$ cat config.mk
export PLATFORM = sky130hd
export DESIGN_NAME = float_int_conversion_unit_flat
export DESIGN_NICKNAME = d
export VERILOG_FILES = /design/src/sv/fic_pkg.sv /design/src/sv/fic_in_if.sv /design/src/sv/fic_out_if.sv /design/src/sv/float_int_conversion_unit.sv /design/src/sv/fic_unpack.sv /design/src/sv/fic_norm.sv /design/src/sv/fic_shift.sv /design/src/sv/fic_round.sv /design/src/flat_wrapper.sv
export SDC_FILE = /design/constraint.sdc
export NUM_CORES = 1
export LEC_CHECK = 0
export BUFFER_PORTS_ARGS = -buffer_cell sky130_fd_sc_hd__buf_2
export CAP_MARGIN = 25
export CELL_PAD_IN_SITES_DETAIL_PLACEMENT = 2
export CELL_PAD_IN_SITES_GLOBAL_PLACEMENT = 2
export CORE_MARGIN = 3
export CORE_UTILIZATION = 41
export DETAILED_ROUTE_END_ITERATION = 7
export HOLD_SLACK_MARGIN = 0.08
export PLACE_DENSITY_LB_ADDON = 0.1
export REMOVE_ABC_BUFFERS = 1
export SLEW_MARGIN = 20
export SYNTH_ARGS = -nofsm -noshare
export SYNTH_HDL_FRONTEND = slang
export SYNTH_SLANG_ARGS = --single-unit
export TNS_END_PERCENT = 1
$ cat constraint.sdc
create_clock -name clk -period 4.6 [get_ports clk]
set_clock_uncertainty 0.1 [all_clocks]
set_input_delay 0.92 -clock clk [delete_from_list [all_inputs] [get_ports clk]]
set_output_delay 0.92 -clock clk [all_outputs]
set_load 0.1 [all_outputs]
$ cat src/sv/fic_pkg.sv
// Shared types and constants of the float/int conversion unit.
// No dependencies; every other file but fic_out_if imports this package.
package fic_pkg;

    typedef logic [1:0] op_t;

    localparam op_t OP_I2F   = 2'd0;
    localparam op_t OP_F2I   = 2'd1;
    localparam op_t OP_FLOOR = 2'd2;

    // Exponent thresholds (biased)
    localparam logic [7:0] EXP_HALF  = 8'h7E;   // 0.5
    localparam logic [7:0] EXP_ONE   = 8'h7F;   // 1.0
    localparam logic [7:0] EXP_INT   = 8'h80;   // unused bias marker for 2.0
    localparam logic [7:0] EXP_EXACT = 8'd150;  // no fraction bits left
    localparam logic [7:0] EXP_TOP   = 8'd157;  // largest exponent that fits int32
    localparam logic [7:0] EXP_SAT   = 8'd158;  // 2^31 and up saturate

    localparam logic [31:0] FRAC_MASK = 32'h007F_FFFF;
    localparam logic [31:0] INT_MAX   = 32'h7FFF_FFFF;
    localparam logic [31:0] INT_MIN   = 32'h8000_0000;
    localparam logic [31:0] NEG_ONE_F = 32'hBF80_0000;

    // Stage 1: unpacked operand
    typedef struct packed {
        op_t         op;
        logic        sign;
        logic        spec;       // result already known
        logic [31:0] spec_val;
        logic [31:0] data;       // magnitude (int to float) or raw operand
        logic [7:0]  expo;
    } s1_t;

    // Stage 2: shift amount resolved
    typedef struct packed {
        op_t         op;
        logic        sign;
        logic        spec;
        logic [31:0] spec_val;
        logic [31:0] data;
        logic [4:0]  shamt;
    } s2_t;

    // Stage 3: shifted word, ready for rounding
    typedef struct packed {
        op_t         op;
        logic        sign;
        logic        spec;
        logic [31:0] spec_val;
        logic [31:0] hi;
        logic [31:0] lo;
        logic [4:0]  shamt;
        logic        frac_nz;
    } s3_t;

endpackage

$ cat src/sv/fic_in_if.sv
// Input channel of the conversion unit: op and operand with valid/ready.
// Depends on fic_pkg.
interface fic_in_if;
    import fic_pkg::*;

    logic        valid;
    logic        ready;
    op_t         op;
    logic [31:0] operand;

    modport source (output valid, output op, output operand, input ready);
    modport sink   (input valid, input op, input operand, output ready);
endinterface

$ cat src/sv/fic_out_if.sv
// Output channel of the conversion unit: 32-bit result with valid/ready.
// No dependencies.
interface fic_out_if;
    logic        valid;
    logic        ready;
    logic [31:0] result;

    modport source (output valid, output result, input ready);
    modport sink   (input valid, input result, output ready);
endinterface

$ cat src/sv/float_int_conversion_unit.sv
// Float/int conversion unit: int32 to float, float to int32, float floor.
// The result word is held on the output register of the round stage.
// Throughput: one word per cycle; a stalled output holds each occupied stage in place.
// The four stages are unpack, normalize count, barrel shift, round and pack.
// Reset (rst_n, async, active low) empties the pipeline; no other state.
module float_int_conversion_unit (
    input  logic      clk,
    input  logic      rst_n,
    fic_in_if.sink    req,
    fic_out_if.source rsp
);
    import fic_pkg::*;

    logic v1, v2, v3, v4;
    logic adv1, adv2, adv3, adv4;
    s1_t  d1;
    s2_t  d2;
    s3_t  d3;

    // A stage moves when it is empty or the next one moves
    assign adv4 = !v4 || rsp.ready;
    assign adv3 = !v3 || adv4;
    assign adv2 = !v2 || adv3;
    assign adv1 = !v1 || adv2;

    assign req.ready = adv1;
    assign rsp.valid = v4;

    fic_unpack u_unpack (
        .clk        (clk),
        .rst_n      (rst_n),
        .en         (adv1),
        .in_valid   (req.valid),
        .in_op      (req.op),
        .in_operand (req.operand),
        .out_valid  (v1),
        .out_data   (d1)
    );

    fic_norm u_norm (
        .clk       (clk),
        .rst_n     (rst_n),
        .en        (adv2),
        .in_valid  (v1),
        .in_data   (d1),
        .out_valid (v2),
        .out_data  (d2)
    );

    fic_shift u_shift (
        .clk       (clk),
        .rst_n     (rst_n),
        .en        (adv3),
        .in_valid  (v2),
        .in_data   (d2),
        .out_valid (v3),
        .out_data  (d3)
    );

    fic_round u_round (
        .clk        (clk),
        .rst_n      (rst_n),
        .en         (adv4),
        .in_valid   (v3),
        .in_data    (d3),
        .out_valid  (v4),
        .out_result (rsp.result)
    );
endmodule

$ cat src/sv/fic_unpack.sv
// Stage 1: field extraction, integer magnitude and special-case detection.
// Depends on fic_pkg.
module fic_unpack (
    input  logic           clk,
    input  logic           rst_n,
    input  logic           en,
    input  logic           in_valid,
    input  fic_pkg::op_t   in_op,
    input  logic [31:0]    in_operand,
    output logic           out_valid,
    output fic_pkg::s1_t   out_data
);
    import fic_pkg::*;

    logic valid_reg;
    s1_t  data_reg;
    s1_t  data_next;
    logic sign;
    logic [7:0] expo;

    assign sign = in_operand[31];
    assign expo = in_operand[30:23];

    // Decode op and flag results that need no arithmetic
    always_comb
    begin
        data_next          = '0;
        data_next.op       = in_op;
        data_next.sign     = sign;
        data_next.expo     = expo;
        data_next.data     = in_operand;
        data_next.spec     = 1'b0;
        data_next.spec_val = '0;
        unique case (in_op)
            OP_I2F:
            begin
                data_next.data = sign ? (~in_operand + 32'd1) : in_operand;
                data_next.spec = (in_operand == 32'd0);
            end
            OP_F2I:
            begin
                if (expo < EXP_HALF)
                begin
                    data_next.spec = 1'b1;
                end
                else if (expo >= EXP_SAT)
                begin
                    data_next.spec     = 1'b1;
                    data_next.spec_val = sign ? INT_MIN : INT_MAX;
                end
            end
            OP_FLOOR:
            begin
                if (expo == 8'd0)
                begin
                    data_next.spec     = 1'b1;
                    data_next.spec_val = {sign, 31'd0};
                end
                else if (expo < EXP_ONE)
                begin
                    data_next.spec     = 1'b1;
                    data_next.spec_val = sign ? NEG_ONE_F : 32'd0;
                end
                else if (expo >= EXP_EXACT)
                begin
                    data_next.spec     = 1'b1;
                    data_next.spec_val = in_operand;
                end
            end
            default:
            begin
                data_next.spec = 1'b1;
            end
        endcase
    end

    always_ff @(posedge clk or negedge rst_n)
    begin
        if (!rst_n)
            valid_reg <= 1'b0;
        else if (en)
            valid_reg <= in_valid;
    end

    always_ff @(posedge clk)
    begin
        if (en)
            data_reg <= data_next;
    end

    assign out_valid = valid_reg;
    assign out_data  = data_reg;
endmodule

$ cat src/sv/fic_norm.sv
// Stage 2: leading-zero count for int to float, shift amounts for the others.
// Depends on fic_pkg.
module fic_norm (
    input  logic           clk,
    input  logic           rst_n,
    input  logic           en,
    input  logic           in_valid,
    input  fic_pkg::s1_t   in_data,
    output logic           out_valid,
    output fic_pkg::s2_t   out_data
);
    import fic_pkg::*;

    logic valid_reg;
    s2_t  data_reg;
    s2_t  data_next;
    logic [4:0] lz;
    logic [7:0] f2i_sh;
    logic [7:0] floor_sh;

    // Priority encoder: highest set bit wins
    always_comb
    begin
        lz = '0;
        for (int i = 0; i < 32; i++)
        begin
            if (in_data.data[i])
                lz = 5'(31 - i);
        end
    end

    assign f2i_sh   = EXP_TOP - in_data.expo;
    assign floor_sh = in_data.expo - EXP_ONE;

    always_comb
    begin
        data_next          = '0;
        data_next.op       = in_data.op;
        data_next.sign     = in_data.sign;
        data_next.spec     = in_data.spec;
        data_next.spec_val = in_data.spec_val;
        data_next.data     = in_data.data;
        unique case (in_data.op)
            OP_I2F:   data_next.shamt = lz;
            OP_F2I:   data_next.shamt = f2i_sh[4:0];
            OP_FLOOR: data_next.shamt = floor_sh[4:0];
            default:  data_next.shamt = '0;
        endcase
    end

    always_ff @(posedge clk or negedge rst_n)
    begin
        if (!rst_n)
            valid_reg <= 1'b0;
        else if (en)
            valid_reg <= in_valid;
    end

    always_ff @(posedge clk)
    begin
        if (en)
            data_reg <= data_next;
    end

    assign out_valid = valid_reg;
    assign out_data  = data_reg;
endmodule

$ cat src/sv/fic_shift.sv
// Stage 3: barrel shifts (normalize, align to integer point, fraction mask).
// Depends on fic_pkg.
module fic_shift (
    input  logic           clk,
    input  logic           rst_n,
    input  logic           en,
    input  logic           in_valid,
    input  fic_pkg::s2_t   in_data,
    output logic           out_valid,
    output fic_pkg::s3_t   out_data
);
    import fic_pkg::*;

    logic valid_reg;
    s3_t  data_reg;
    s3_t  data_next;
    logic [63:0] align;
    logic [22:0] mask;
    logic [30:0] trunc;
    logic [23:0] addend;

    // Integer bits land in [63:32], fraction in [31:0]
    assign align  = {1'b0, 1'b1, in_data.data[22:0], 39'd0} >> in_data.shamt;
    assign mask   = FRAC_MASK[22:0] >> in_data.shamt;
    assign trunc  = in_data.data[30:0] & ~{8'd0, mask};
    assign addend = {1'b0, mask} + 24'd1;

    always_comb
    begin
        data_next          = '0;
        data_next.op       = in_data.op;
        data_next.sign     = in_data.sign;
        data_next.spec     = in_data.spec;
        data_next.spec_val = in_data.spec_val;
        data_next.shamt    = in_data.shamt;
        unique case (in_data.op)
            OP_I2F:
            begin
                data_next.hi = in_data.data << in_data.shamt;
            end
            OP_F2I:
            begin
                data_next.hi = align[63:32];
                data_next.lo = align[31:0];
            end
            OP_FLOOR:
            begin
                data_next.hi      = {in_data.sign, trunc};
                data_next.lo      = {8'd0, addend};
                data_next.frac_nz = |(in_data.data[22:0] & mask);
            end
            default:
            begin
                data_next.hi = '0;
            end
        endcase
    end

    always_ff @(posedge clk or negedge rst_n)
    begin
        if (!rst_n)
            valid_reg <= 1'b0;
        else if (en)
            valid_reg <= in_valid;
    end

    always_ff @(posedge clk)
    begin
        if (en)
            data_reg <= data_next;
    end

    assign out_valid = valid_reg;
    assign out_data  = data_reg;
endmodule

$ cat src/sv/fic_round.sv
// Stage 4: ties-to-even rounding, packing and the output register.
// Depends on fic_pkg.
module fic_round (
    input  logic           clk,
    input  logic           rst_n,
    input  logic           en,
    input  logic           in_valid,
    input  fic_pkg::s3_t   in_data,
    output logic           out_valid,
    output logic [31:0]    out_result
);
    import fic_pkg::*;

    logic        valid_reg;
    logic [31:0] result_reg;
    logic [31:0] result_next;
    logic        i2f_inc;
    logic [7:0]  i2f_exp;
    logic [31:0] i2f_res;
    logic        f2i_inc;
    logic [31:0] f2i_res;
    logic [31:0] floor_res;

    // Int to float: exponent field minus one plus significand with hidden bit
    assign i2f_inc = in_data.hi[7] & ((|in_data.hi[6:0]) | in_data.hi[8]);
    assign i2f_exp = EXP_TOP - {3'd0, in_data.shamt};
    assign i2f_res = {in_data.sign, 31'd0}
                   | ({1'b0, i2f_exp, 23'd0} + {8'd0, in_data.hi[31:8]}
                      + {31'd0, i2f_inc});

    // Float to int: -(m + inc) folded into ~m + !inc
    assign f2i_inc = in_data.lo[31] & ((|in_data.lo[30:0]) | in_data.hi[0]);
    assign f2i_res = in_data.sign ? (~in_data.hi + {31'd0, ~f2i_inc})
                                  : (in_data.hi + {31'd0, f2i_inc});

    // Floor: negatives with a fraction step up in magnitude
    assign floor_res = (in_data.frac_nz && in_data.sign)
                     ? {1'b1, in_data.hi[30:0] + in_data.lo[30:0]}
                     : in_data.hi;

    always_comb
    begin
        if (in_data.spec)
            result_next = in_data.spec_val;
        else
        begin
            unique case (in_data.op)
                OP_I2F:   result_next = i2f_res;
                OP_F2I:   result_next = f2i_res;
                OP_FLOOR: result_next = floor_res;
                default:  result_next = '0;
            endcase
        end
    end

    always_ff @(posedge clk or negedge rst_n)
    begin
        if (!rst_n)
            valid_reg <= 1'b0;
        else if (en)
            valid_reg <= in_valid;
    end

    always_ff @(posedge clk)
    begin
        if (en)
            result_reg <= result_next;
    end

    assign out_valid  = valid_reg;
    assign out_result = result_reg;
endmodule
$ cat src/flat_wrapper.sv
// flat-port wrapper written by rule: the top's interface ports become plain ports
module float_int_conversion_unit_flat import fic_pkg::*;
  (clk, rst_n, req_valid, req_op, req_operand, req_ready, rsp_valid, rsp_result, rsp_ready);
  fic_in_if req_i ();
  fic_out_if rsp_i ();
  input  logic clk;
  input  logic rst_n;
  input wire logic [$bits(req_i.valid)-1:0] req_valid;
  input wire logic [$bits(req_i.op)-1:0] req_op;
  input wire logic [$bits(req_i.operand)-1:0] req_operand;
  output wire logic [$bits(req_i.ready)-1:0] req_ready;
  output wire logic [$bits(rsp_i.valid)-1:0] rsp_valid;
  output wire logic [$bits(rsp_i.result)-1:0] rsp_result;
  input wire logic [$bits(rsp_i.ready)-1:0] rsp_ready;
  assign req_i.valid = req_valid;
  assign req_i.op = req_op;
  assign req_i.operand = req_operand;
  assign req_ready = req_i.ready;
  assign rsp_valid = rsp_i.valid;
  assign rsp_result = rsp_i.result;
  assign rsp_i.ready = rsp_ready;
  float_int_conversion_unit u_core (.clk(clk), .rst_n(rst_n), .req(req_i), .rsp(rsp_i));
endmodule
==> reports/results.txt, run 1 <==
status - finished clean
Core Footprint - 46700 um^2
largest net degree at the start of global routing - 78
setup_tns - 0 ns
Clock Path Buffers - 3
unrepaired setup endpoints after global routing - no
Synth area leaders - edfxtp_1, nor2_1, mux2i_1, nand2_1, a21oi_1
crit path kind - reg2reg
Final setup viols - 0
Boundary Pins - 72
antenna cells - 0
Area growth syn-to-layout - 10.5%
fmax - 241 MHz
R2R Setup Slk - 0.44 ns
global-route wire length before repair - 130000 um
Synth Instances - 2016
Hold Startpoint - u_core.u_unpack.out_data[50]$_DFFE_PP_
Min-Delay Path Depth - 0
Fin. Hold Viols - 0
initial antenna violation count - 1
Pwr Density - 549 nW/um^2
die width - 224 um
Slew Limit Headroom - 30.3%
htree depth - 2
Worst Tran Pin Value - 1.04 ns
Post-synth EDFFs - 284
sequential area share after synthesis - 44.5%
layout cell share with drive strength beyond 1 - 11.3%
clock root buffer - clkbuf_16
Tcrit/Tclk final - 90.3%
hold_ws - 0.320 ns
Final ANT Viol Nets - 0
TritonCTS clock tree - yes
cell taking the most area after synthesis - edfxtp_1
Critical Path AT - 4.34 ns
mean post-synth cell area - 9.62 um^2
# rows - 79
post-DP HPWL - 66300 um
most frequent cell on the critical path - o21ai_0
Routed wire per std cell - 33.5 um
Starting Density - 41.6%
Sink Count - 288
Vias/cell - 6.68
Synth warnings - 0
max incr delay on CP - 0.53 ns
Distinct cells, synth - 81
die span in y - 224 um
Pins Over Slew Limit - 0
maxcap violations - 0
Port Buf Inserts - 71
critical register-to-register path startpoint - u_core.u_shift.out_data[12]$_DFFE_PP_
VDD IR max - 0.317 mV
worst hold-check path type - reg2reg
Clock Latency Late Sink - 0.56 ns
routed vias - 17700
WP buf/inv - 0
Final Util - 46.0%
starting DRC count in detailed routing - 2081
CP cell instances - nor4_1, nand4_1, o21ai_0, ha_1, nor2b_1, nand4b_1, or4_1, o21ai_0, o21ai_0, xor2_1, a311oi_1, o22ai_1
Crit Path Max Fanout - 5
DRC Markers - 0
Synth top area share - 44.0%
GPL Wtd Cong - 0.967
die area - 50000 um^2
Leak - 7.84 nW
CP Capture Type - flip-flop
CTS buffer count - 34
total chip power - 0.0118 W
drt pass-1 iters - 6
final WL - 88900 um
fin nets - 2111
Critical R2R Capture - u_core.u_round.out_result[29]$_DFFE_PP_
Worst Hold Path EP - u_core.u_norm.out_data[47]$_DFFE_PP_
Overflow after GRT - 0
Synth Flop Type - edfxtp_1
Period minus WS final - 4.16 ns
synthesized flop and latch total - 288
Worst Setup Start Kind - flip-flop
vias in the first global route - 18700
Total Routing Usage GR - 35.1%
worst path required time - 4.78 ns
Post-synth ARST share - 1.39%
CTS clk-pin slew, worst paths - 0.06 ns
post-CTS setup buffers - 0
CP top delay family - simple AND/OR/NAND/NOR gates
Synth Cell Area - 19400 um^2
crit path max-delay cell type - or4_1
Reg2Reg Depth - 12
Yosys cell counts (30+ instances only):
| library cell | n |
|---|---|
| edfxtp_1 | 284 |
| nor2_1 | 223 |
| nand2_1 | 212 |
| a21oi_1 | 148 |
| o21ai_0 | 126 |
| clkbuf_1 | 105 |
| mux2i_1 | 81 |
| xnor2_1 | 61 |
| nor3_1 | 56 |
| nand3_1 | 50 |
| ha_1 | 49 |
| xor2_1 | 44 |
| inv_1 | 33 |
| o22ai_1 | 30 |
state kept, by name (all words and copies together), names as in the netlist:
| signal | cells |
|---|---|
| u_core.u_unpack.out_data | 73 |
| u_core.u_shift.out_data | 106 |
| u_core.u_round.out_valid | 1 |
| u_core.u_norm.out_valid | 1 |
| u_core.u_unpack.out_valid | 1 |
| u_core.u_round.out_result | 32 |
| u_core.u_norm.out_data | 73 |
| u_core.u_shift.out_valid | 1 |
report_power, final:
part           switching, W  internal (W)  leakage (nW)
logic               0.00344       0.00147          4.23
registers          0.000691       0.00348          3.09
clock network       0.00113       0.00157         0.529
worst max path at each step:
stage | startpoint | end | slack (ns) | depth (start not counted)
CTS | u_core.u_shift.out_data[12]$_DFFE_PP_ | u_core.u_round.out_result[29]$_DFFE_PP_ | 0.50 | 12
finish | u_core.u_shift.out_data[12]$_DFFE_PP_ | u_core.u_round.out_result[29]$_DFFE_PP_ | 0.44 | 12
detailed placement | u_core.u_shift.out_data[12]$_DFFE_PP_ | u_core.u_round.out_result[29]$_DFFE_PP_ | 0.57 | 12
floorplan | u_core.u_round.out_valid$_DFFE_PN0P_ | u_core.u_unpack.out_data[0]$_DFFE_PP_ | -1.09 | 2
global route | u_core.u_shift.out_data[12]$_DFFE_PP_ | u_core.u_round.out_result[29]$_DFFE_PP_ | 0.33 | 12
global placement | u_core.u_shift.out_data[30]$_DFFE_PP_ | u_core.u_round.out_result[27]$_DFFE_PP_ | 0.72 | 12
metal layers:
layer  share of wire [%]  track usage (%)  wire (um)  vias to the layer above
li1                    -                -          -                     7608
met1                  40             46.0      35900                     9105
met4                 4.5             13.3       4000                        0
met3                 6.9             4.83       6150                      182
met5                   0                0          0                        -
met2                  48             59.4      42900                      837
stage by stage:
stage                     instance area, um^2  cells  worst slack (ns)
after detailed placement                20300   2592             0.567
after floorplan                         18800   1867             -1.09
after global routing                    21400   2655             0.327
after global placement                  20300   2592             0.723
after CTS                               21400   2654             0.499
final                                   21400   2655             0.444
kinds of logic after synthesis:
group | share of synthesized area [%]
fa+ha+maj | 3.32
buf+inv | 3.83
simple gates | 17.4
compound gates | 18.2
mux | 8.01
xor+xnor | 4.74
flops | 44.5
worst reg2reg max path: cells and delay by family, from the launching register on:
family / cells / cell delay (ns)
adder cells (fa/ha/maj): 1 / 0.29
AND/OR/NAND/NOR: 5 / 1.78
flip-flops: 1 / 0.40
XOR/XNOR: 1 / 0.17
AO/OA/AOI/OAI: 5 / 1.16
repair_timing:
item / CTS / global route
hold buffers: 1 / 0
resized for setup: 0 / 0
hold endpoints to repair: 4 / 0
final cells by class:
cell class | count | area [um^2]
Sequential cell | 288 | 8630
Fill cell | 4998 | 25200
Timing Repair Buffer | 120 | 771
Inverter | 37 | 139
Clock buffer | 46 | 947
Tap cell | 607 | 759
Multi-Input combinational cell | 1542 | 10100
Clock inverter | 15 | 143
cell usage in the layout, fill, tap and decap left out, types with 23 or more instances in the layout:
cell / instances
buf_2: 71
nand2b_1: 23
edfxtp_1: 284
nor4_1: 28
xor2_1: 44
clkbuf_16: 35
o22ai_1: 30
mux2i_1: 81
nor2_1: 223
o21ai_0: 126
buf_4: 45
xnor2_1: 61
ha_1: 49
nor3_1: 56
inv_1: 32
nand4_1: 23
mux4_2: 28
nand3_1: 49
a211oi_1: 23
nand2_1: 211
a21boi_0: 27
a21oi_1: 148
Power figures use the tool's default switching activity.
==> run 2, diff against run 1 <==
--- a/config.mk
+++ b/config.mk
@@ -5,13 +5,13 @@
 export SDC_FILE = /design/constraint.sdc
 export NUM_CORES = 1
 export LEC_CHECK = 0
-export BUFFER_PORTS_ARGS = -buffer_cell sky130_fd_sc_hd__buf_2
 export CAP_MARGIN = 25
 export CELL_PAD_IN_SITES_DETAIL_PLACEMENT = 2
 export CELL_PAD_IN_SITES_GLOBAL_PLACEMENT = 2
 export CORE_MARGIN = 3
-export CORE_UTILIZATION = 41
+export CORE_UTILIZATION = 42
 export DETAILED_ROUTE_END_ITERATION = 7
+export DONT_BUFFER_PORTS = 1
 export HOLD_SLACK_MARGIN = 0.08
 export PLACE_DENSITY_LB_ADDON = 0.1
 export REMOVE_ABC_BUFFERS = 1
==> reports/results.txt, run 2 (synthesis results as in run 1) <==
max incr delay on CP - 0.54 ns (was 0.53 ns)
Tcrit/Tclk final - 87.5% (was 90.3%)
Area growth syn-to-layout - 10.1% (was 10.5%)
largest net degree at the start of global routing - 75 (was 78)
die area - 48800 um^2 (was 50000 um^2)
status - finished clean (unchanged)
Fin. Hold Viols - 0 (unchanged)
commonest non-fill, non-tap cell in the layout - edfxtp_1 (unchanged)
Final setup viols - 0 (unchanged)
Resized cells post-CTS - 0 (unchanged)
Worst Setup Start Kind - flip-flop (unchanged)
post-DP HPWL - 65600 um (was 66300 um)
# rows - 78 (was 79)
Critical Path AT - 4.20 ns (was 4.34 ns)
met2 wire length - 41200 um (was 42900 um)
clock share of power - 24.3% (was 22.9%)
total chip power - 0.0119 W (was 0.0118 W)
CP top delay family - simple AND/OR/NAND/NOR gates (unchanged)
post-CTS setup buffers - 0 (unchanged)
fin nets - 2063 (was 2111)
TritonCTS clock tree - yes (unchanged)
Total Routing Usage GR - 34.9% (was 35.1%)
hold_ws - 0.321 ns (was 0.320 ns)
Reg power frac - 39.3% (was 35.4%)
initial antenna violation count - 2 (was 1)
CP Capture Type - flip-flop (unchanged)
htree depth - 2 (unchanged)
maxcap violations - 0 (unchanged)
Sink Count - 288 (unchanged)
clock root buffer - clkbuf_16 (unchanged)
DRC Markers - 0 (unchanged)
Overflow after GRT - 0 (unchanged)
Port Buf Inserts - 0 (was 71)
antenna cells - 0 (unchanged)
Final ANT Viol Nets - 0 (unchanged)
vias in the first global route - 18400 (was 18700)
worst path required time - 4.78 ns (about the same)
crit path max-delay cell type - or4_1 (unchanged)
worst hold-check path type - reg2reg (unchanged)
dpl ws - 0.743 ns (was 0.567 ns)
Leak - 7.73 nW (was 7.84 nW)
Worst Tran Pin Value - 1.10 ns (was 1.04 ns)
Core Footprint - 45500 um^2 (was 46700 um^2)
Pwr Density - 556 nW/um^2 (was 549 nW/um^2)
Routed wire per std cell - 33.7 um (was 33.5 um)
Starting Density - 42.7% (was 41.6%)
CP cell instances - nor4_1, nand4_1, o21ai_0, ha_1, nor2b_1, nand4b_1, or4_1, nand2_1, nand3_1, xnor2_1, a222oi_1, a41oi_1 (was nor4_1, nand4_1, o21ai_0, ha_1, nor2b_1, nand4b_1, or4_1, o21ai_0, o21ai_0, xor2_1, a311oi_1, o22ai_1)
DR WL met3 - 6850 um (was 6150 um)
Vias/cell - 6.75 (was 6.68)
GPL Wtd Cong - 0.956 (was 0.967)
global-route wire length before repair - 129000 um (was 130000 um)
count of non-filler cells in the finished layout - 2602 (was 2655)
Largest register FFs - 106 (unchanged)
Crit Path Max Fanout - 5 (unchanged)
drt pass-1 iters - 8 (was 6)
unrepaired setup endpoints after global routing - no (unchanged)
Net Sw Frac - 44.1% (was 44.7%)
layout cell share with drive strength beyond 1 - 9.44% (was 11.3%)
starting DRC count in detailed routing - 2162 (was 2081)
final WL - 87800 um (was 88900 um)
Period minus WS final - 4.02 ns (was 4.16 ns)
CTS clk-pin slew, worst paths - 0.06 ns (about the same)
Switch Pwr - 0.00524 W (was 0.00527 W)
Clock Path Buffers - 3 (unchanged)
Clock Latency Late Sink - 0.55 ns (was 0.56 ns)
VDD IR max - 0.357 mV (was 0.317 mV)
Int Power - 0.00663 W (was 0.00651 W)
Boundary Pins - 72 (unchanged)
Slew Limit Headroom - 26.4% (was 30.3%)
WP buf/inv - 0 (unchanged)
most frequent cells in the layout - edfxtp_1, nor2_1, nand2_1 (unchanged)
die width - 221 um (was 224 um)
routed vias - 17600 (was 17700)
DR top layer - met5 (was met4)
CTS buffer count - 35 (was 34)
final worst slack - 0.576 ns (was 0.444 ns)
Pins Over Slew Limit - 0 (unchanged)
die span in y - 221 um (was 224 um)
Placed Cells - 2533 (was 2592)
crit path kind - reg2reg (unchanged)
met1 WL - 35600 um (was 35900 um)
hold-fix buffers at CTS - 1 (unchanged)
fmax - 248 MHz (was 241 MHz)
combinational fraction of design power - 36.4% (was 41.7%)
==> run 2: stage by stage <==
step                setup TNS (ns)  instance area [um^2]  util [%]
finish                           0                 21400      47.0
global route                     0                 21400      47.0
CTS                              0                 21300      46.8
detailed placement               0                 20100      44.1
global placement                 0                 20100      44.1
floorplan                   -80.44                 18800         -
==> run 2: final timing paths <==
check                           slack [ns]  cells past startpoint                                       to                             startpoint
worst max-delay path                  0.58                     12  u_core.u_round.out_result[27]$_DFFE_PP_  u_core.u_shift.out_data[23]$_DFFE_PP_
worst min-delay path                  0.32                      0    u_core.u_shift.out_data[97]$_DFFE_PP_   u_core.u_norm.out_data[64]$_DFFE_PP_
worst max register to register        0.58                     12  u_core.u_round.out_result[27]$_DFFE_PP_  u_core.u_shift.out_data[23]$_DFFE_PP_
worst min register to register        0.32                      0    u_core.u_shift.out_data[97]$_DFFE_PP_   u_core.u_norm.out_data[64]$_DFFE_PP_
max in group asynchronous             3.67                      1    u_core.u_unpack.out_valid$_DFFE_PN0P_                                  rst_n
min in group asynchronous             0.55                      1     u_core.u_round.out_valid$_DFFE_PN0P_                                  rst_n
==> run 2: final cells by class <==
cell class | instances | area [um^2]
Timing Repair Buffer | 71 | 591
Clock inverter | 20 | 267
Multi-Input combinational cell | 1542 | 10000
Fill cell | 4770 | 24100
Clock buffer | 44 | 940
Sequential cell | 288 | 8630
Inverter | 37 | 139
Tap cell | 600 | 751
==> run 2: power groups by stage <==
stage / combinational (W) / sequential [W] / clock (W)
3_3_place_gp: 0.00403 / 0.00462 / 0
6_report: 0.00432 / 0.00466 / 0.00288
4_1_cts: 0.00419 / 0.00464 / 0.00292
2_1_floorplan: 0.00242 / 0.00454 / 0
5_1_grt: 0.00460 / 0.00468 / 0.00302
3_5_place_dp: 0.00414 / 0.00468 / 0
==> run 2: routing by layer <==
| layer | vias up | GRT usage [%] |
|---|---|---|
| met1 | 8999 | 46.3 |
| met3 | 210 | 5.23 |
| met5 | - | 0 |
| met2 | 843 | 57.6 |
| met4 | 2 | 14.4 |
| li1 | 7498 | - |
